$ cat src/sv/itda_pkg.sv
// Shared constants and types for the integer to decimal ASCII unit.
package itda_pkg;

    localparam int VALUE_W        = 32;
    localparam int CHAR_W         = 6;
    localparam int DIGIT_W        = 4;
    localparam int NUM_DIGITS     = 10;
    localparam int BCD_W          = NUM_DIGITS * DIGIT_W;
    localparam int POS_W          = 4;
    localparam int NUM_STAGES     = 4;
    localparam int BITS_PER_STAGE = VALUE_W / NUM_STAGES;

    localparam logic [CHAR_W-1:0] ASCII_ZERO  = 6'd48;
    localparam logic [CHAR_W-1:0] ASCII_MINUS = 6'd45;

    // Conversion word carried down the pipeline
    typedef struct packed {
        logic [NUM_DIGITS-1:0][DIGIT_W-1:0] bcd;
        logic [VALUE_W-1:0]                 bin;
        logic                               neg;
    } itda_conv_t;

endpackage

$ cat src/sv/itda_dabble_stage.sv
// One register stage of the shift-and-add-3 binary to BCD converter.
module itda_dabble_stage (
    input  logic                 clk,
    input  logic                 rst_n,
    input  logic                 advance,
    input  logic                 in_valid,
    input  itda_pkg::itda_conv_t in_data,
    output logic                 out_valid,
    output itda_pkg::itda_conv_t out_data
);
    import itda_pkg::*;

    logic       valid_reg;
    itda_conv_t data_reg;
    itda_conv_t data_next;

    // One double-dabble iteration: correct digits of five or more, shift in a bit
    function automatic itda_conv_t dabble_step(input itda_conv_t d);
        itda_conv_t r;
        logic [NUM_DIGITS-1:0][DIGIT_W-1:0] corr;
        logic [BCD_W-1:0]                   flat;
        r = d;
        for (int i = 0; i < NUM_DIGITS; i++) begin
            corr[i] = (d.bcd[i] >= 4'd5) ? d.bcd[i] + 4'd3 : d.bcd[i];
        end
        flat  = corr;
        r.bcd = {flat[BCD_W-2:0], d.bin[VALUE_W-1]};
        r.bin = {d.bin[VALUE_W-2:0], 1'b0};
        return r;
    endfunction

    // Bits handled by this stage
    always_comb
    begin
        data_next = in_data;
        for (int k = 0; k < BITS_PER_STAGE; k++) begin
            data_next = dabble_step(data_next);
        end
    end

    // Stage register, held while the pipeline is stalled
    always_ff @(posedge clk or negedge rst_n)
    begin
        if (!rst_n)
        begin
            valid_reg <= 1'b0;
        end
        else if (advance)
        begin
            valid_reg <= in_valid;
        end
    end

    always_ff @(posedge clk)
    begin
        if (advance)
        begin
            data_reg <= data_next;
        end
    end

    assign out_valid = valid_reg;
    assign out_data  = data_reg;

endmodule

$ cat src/sv/itda_serializer.sv
// Character serializer: sign, then digits without leading zeros, one per cycle.
module itda_serializer (
    input  logic                         clk,
    input  logic                         rst_n,
    input  logic                         load,
    input  itda_pkg::itda_conv_t         in_data,
    output logic                         ready,
    output logic                         strobe,
    output logic [itda_pkg::CHAR_W-1:0]  character,
    output logic                         last
);
    import itda_pkg::*;

    logic                               active_reg;
    logic                               active_next;
    logic                               sign_reg;
    logic                               sign_next;
    logic [POS_W-1:0]                   pos_reg;
    logic [POS_W-1:0]                   pos_next;
    logic [NUM_DIGITS-1:0][DIGIT_W-1:0] digits_reg;
    logic [POS_W-1:0]                   top_idx;
    logic                               last_w;

    // Index of the most significant nonzero digit, zero if all digits are zero
    always_comb
    begin
        top_idx = '0;
        for (int i = 0; i < NUM_DIGITS; i++) begin
            if (in_data.bcd[i] != '0)
            begin
                top_idx = POS_W'(i);
            end
        end
    end

    // Current character
    assign last_w    = active_reg && !sign_reg && (pos_reg == '0);
    assign strobe    = active_reg;
    assign last      = last_w;
    assign character = sign_reg ? ASCII_MINUS
                                : ASCII_ZERO + {{(CHAR_W-DIGIT_W){1'b0}}, digits_reg[pos_reg]};
    assign ready     = !active_reg || last_w;

    // Sequencing of sign and digit positions
    always_comb
    begin
        active_next = active_reg;
        sign_next   = sign_reg;
        pos_next    = pos_reg;
        if (load)
        begin
            active_next = 1'b1;
            sign_next   = in_data.neg;
            pos_next    = top_idx;
        end
        else if (active_reg)
        begin
            if (sign_reg)
            begin
                sign_next = 1'b0;
            end
            else if (last_w)
            begin
                active_next = 1'b0;
            end
            else
            begin
                pos_next = pos_reg - POS_W'(1);
            end
        end
    end

    always_ff @(posedge clk or negedge rst_n)
    begin
        if (!rst_n)
        begin
            active_reg <= 1'b0;
            sign_reg   <= 1'b0;
            pos_reg    <= '0;
        end
        else
        begin
            active_reg <= active_next;
            sign_reg   <= sign_next;
            pos_reg    <= pos_next;
        end
    end

    always_ff @(posedge clk)
    begin
        if (load)
        begin
            digits_reg <= in_data.bcd;
        end
    end

    // Checks
    a_load_when_ready: assert property (@(posedge clk) disable iff (!rst_n)
        load |-> ready)
        else $error("serializer loaded while still emitting");

    a_sign_not_last: assert property (@(posedge clk) disable iff (!rst_n)
        (strobe && sign_reg) |-> !last)
        else $error("minus sign marked as last character");

    a_digit_after_sign: assert property (@(posedge clk) disable iff (!rst_n)
        (strobe && sign_reg) |=> (strobe && !sign_reg))
        else $error("no digit follows the minus sign");

    a_idle_after_last: assert property (@(posedge clk) disable iff (!rst_n)
        (strobe && last && !load) |=> !strobe)
        else $error("strobe after last character without a new transfer");

endmodule

$ cat src/sv/int_to_decimal_ascii_unit.sv
// Top level: sign/magnitude stage, BCD conversion pipeline and character serializer.
// Path to the ports: the magnitude register loads on the start transfer edge, then come 4
// conversion stages of 8 bits each and the serializer, which puts out the first character.
// Throughput: one character per cycle from the serializer, and a number takes 1 to 11
// characters; busy holds new transfers off while the last stage waits on the serializer.
// Reset clears all valid bits and the serializer; the receiver cannot stall.
module int_to_decimal_ascii_unit (
    input  logic                         clk,
    input  logic                         rst_n,
    input  logic                         start,
    output logic                         busy,
    input  logic signed [31:0]           value,
    output logic                         strobe,
    output logic [itda_pkg::CHAR_W-1:0]  character,
    output logic                         last
);
    import itda_pkg::*;

    logic                  s0_valid_reg;
    itda_conv_t            s0_data_reg;
    itda_conv_t            s0_data_next;
    logic [NUM_STAGES:0]   stg_valid;
    itda_conv_t            stg_data [NUM_STAGES+1];
    logic                  advance;
    logic                  ser_ready;
    logic                  ser_load;

    // Whole pipeline moves unless the last stage holds an item the serializer can't take
    assign advance  = !(stg_valid[NUM_STAGES] && !ser_ready);
    assign busy     = !advance;
    assign ser_load = stg_valid[NUM_STAGES] && advance;

    // Sign and magnitude
    always_comb
    begin
        s0_data_next.neg = value[VALUE_W-1];
        s0_data_next.bin = value[VALUE_W-1] ? (VALUE_W'(0) - VALUE_W'(value))
                                            : VALUE_W'(value);
        s0_data_next.bcd = '0;
    end

    always_ff @(posedge clk or negedge rst_n)
    begin
        if (!rst_n)
        begin
            s0_valid_reg <= 1'b0;
        end
        else if (advance)
        begin
            s0_valid_reg <= start;
        end
    end

    always_ff @(posedge clk)
    begin
        if (advance)
        begin
            s0_data_reg <= s0_data_next;
        end
    end

    assign stg_valid[0] = s0_valid_reg;
    assign stg_data[0]  = s0_data_reg;

    // Conversion stages
    for (genvar g = 0; g < NUM_STAGES; g++) begin : g_stage
        itda_dabble_stage u_stage (
            .clk       (clk),
            .rst_n     (rst_n),
            .advance   (advance),
            .in_valid  (stg_valid[g]),
            .in_data   (stg_data[g]),
            .out_valid (stg_valid[g+1]),
            .out_data  (stg_data[g+1])
        );
    end

    // Output characters
    itda_serializer u_serializer (
        .clk       (clk),
        .rst_n     (rst_n),
        .load      (ser_load),
        .in_data   (stg_data[NUM_STAGES]),
        .ready     (ser_ready),
        .strobe    (strobe),
        .character (character),
        .last      (last)
    );

endmodule

$ cat config.mk
export PLATFORM = sky130hd
export DESIGN_NAME = int_to_decimal_ascii_unit
export DESIGN_NICKNAME = d
export VERILOG_FILES = /design/src/sv/itda_pkg.sv /design/src/sv/itda_dabble_stage.sv /design/src/sv/itda_serializer.sv /design/src/sv/int_to_decimal_ascii_unit.sv
export SDC_FILE = /design/constraint.sdc
export NUM_CORES = 1
export LEC_CHECK = 0
export BUFFER_PORTS_ARGS = -buffer_cell sky130_fd_sc_hd__buf_2
export CORE_MARGIN = 3
export CORE_UTILIZATION = 50
export CTS_BUF_LIST = sky130_fd_sc_hd__clkbuf_4 sky130_fd_sc_hd__clkbuf_8
export CTS_CLUSTER_DIAMETER = 100
export DETAILED_ROUTE_END_ITERATION = 10
export PLACE_DENSITY = 0.69
export SLEW_MARGIN = 20
export SYNTH_ARGS = -nofsm -noshare
export SYNTH_HDL_FRONTEND = slang
export SYNTH_HIERARCHICAL = 1
export SYNTH_SLANG_ARGS = --single-unit
$ cat constraint.sdc
create_clock -name clk -period 11.7 [get_ports clk]
set_input_delay 2.34 -clock clk [delete_from_list [all_inputs] [get_ports clk]]
set_output_delay 2.34 -clock clk [all_outputs]
set_load 0.01 [all_outputs]
==> metrics.cfg <==
[final_layout]
largest_reg_flops=212
nets=6969
fin_area_mm2=0.0545
layout-drive-gt1-share=0.140
area_growth_pct=4.71

[cts]
clockRootBuffer=clkbuf_8
cts_tree=built
clockBufferDepth=3
clkLatencyLatePin_ns=0.64
post_cts_buffers=0
clock-sinks=296
htreeDepth=2
clkTransAtPathRegs_ns=0.06
cts_buffers=52
ctsResizeCount=0
ctsHoldBuffers=0

[setup_path]
critPathLaunch=g_stage[2].u_stage/out_data[33]
crit_fanout=11
cp-start-kind=flop
cp.required_ns=12.07
r2r_slack_ns=4.47
cp_data_arrival_time_ns=7.60
reg2reg_from=g_stage[2].u_stage/out_data[33]
crit_type=reg -> reg
endpoint_kind=flop

[hold_path]
hp-class=reg -> reg
hp-start=s0_data_reg[9]

[die]
fp-row-count=117
die_y_um=329
start_util=0.508
die_x_um=329
dieArea_mm2=0.108
io_pins=44
core_mm2=0.103

[drt]
vias=48568
ant_nets=0
viasPerCell=6.02
post-route-drc-count=0
drt_first_iter_violations=3025
wl_per_cell_um=14.1
dr.pass1.iters=6
wl_um=114000

[synthesis]
syn-instance-count=6612
syn-cell-area_mm2=0.0521
yosys_warnings=6
avgSynthCellArea_um2=7.88

[grt]
busiest_layer=met2
grt_use_total=0.200
antenna_found_initial=8
grt_pass1_vias=43587
met3_usage=0.0180
grt_pass1_wl_um=196000
grtUsageMet2=0.355
grt_max_degree=71
grt-ovfl-total=0
grt_util_met1=0.265

[timing]
hold_viol=0
post-route-period-util=0.618
skew_ns=0.0381
max_slew_margin=0.307
tightest_slew_ns=1.03
period_needed_ns=7.23
whs_ns=0.415
setup_violations=0
max_freq_mhz=138
setup_ws_ns=4.47
tns_ns=0
maxSlewViolCount=0
rsz0062_at_grt=false

[place]
hpwlAfterDp_um=88200
port_buffers=42
pre_cts_slack_ns=4.58
gp_routability_congestion=0.862
placed_cell_area_mm2=0.0535

[flow_run]
maxCapViolations=0

[outcome]
status=finished, final reports clean

==> per-stage QoR <==
| stage | instances | utilization |
|---|---|---|
| 6_report | 8071 | 0.531 |
| 5_1_grt | 8067 | 0.531 |
| 4_1_cts | 8065 | 0.531 |
| 3_5_place_dp | 7976 | 0.522 |
| 3_3_place_gp | 7976 | 0.522 |
| 2_1_floorplan | 6785 | - |
==> per-layer routing <==
layer,wire length [um],share of wire
met1,53400,0.47
met2,54900,0.48
met4,1800,0.016
met3,3360,0.030
met5,41,0.00036
==> cell type report <==
| cell class | instances | area [um^2] |
|---|---|---|
| diodes | 6 | 15.0 |
| repair buffers | 51 | 278 |
| well taps | 1368 | 1710 |
| flip-flops and latches | 296 | 8830 |
| multi-input cells | 5848 | 41200 |
| clock buffers | 68 | 836 |
| fillers | 9762 | 48100 |
| inverters | 413 | 1550 |
| clock inverters | 21 | 148 |
==> critical path, stage by stage, from the launching register on <==
cell and delay, ns:
edfxtp_1 0.56, inv_1 0.19, ha_1 0.34, nand2b_4 0.15, or3b_1 0.38, and2_4 0.17
inv_2 0.07, ha_1 0.23, a21oi_1 0.33, or2_0 0.36, o21ai_0 0.14, a22oi_1 0.29
ha_1 0.25, o21ai_0 0.10, a31o_1 0.23, and2_1 0.19, or3_1 0.37, and2_1 0.29
ha_1 0.28, a211o_1 0.28, a21oi_1 0.14, o21ai_1 0.10, mux2_4 0.29, a21oi_2 0.05
xnor2_1 0.63, a22oi_1 0.19, or3_1 0.38
==> path summary, 6_finish.rpt <==
| path | depth (start not counted) | endpoint |
|---|---|---|
| setup / recovery | 26 | g_stage[3].u_stage/out_data[49] |
| hold / removal | 0 | g_stage[0].u_stage/out_data[17] |
| setup reg to reg | 26 | g_stage[3].u_stage/out_data[49] |
| hold reg to reg | 0 | g_stage[0].u_stage/out_data[17] |
| max in group asynchronous | 1 | g_stage[2].u_stage/out_valid |
| min in group asynchronous | 1 | u_serializer/pos_reg[3] |
==> cell usage in the layout (no fill, tap or decap), types with 73 or more instances in the layout <==
master / instances
conb_1: 175
mux2_2: 92
o21ai_1: 189
ha_1: 272
mux2i_1: 123
o211ai_1: 109
nor3_1: 143
inv_2: 73
edfxtp_1: 285
inv_1: 335
nor2b_1: 83
nand2_1: 599
or3_1: 74
o21a_1: 96
a21oi_1: 366
a211o_1: 84
o21ai_0: 358
nand3_1: 191
nand2b_1: 147
a31oi_1: 137
a21o_1: 116
and2_1: 129
xnor2_1: 172
a211oi_1: 84
nor2_1: 531
Power is not shown: default switching activity piles up to over one toggle a cycle in this logic, so the estimate is an artifact.
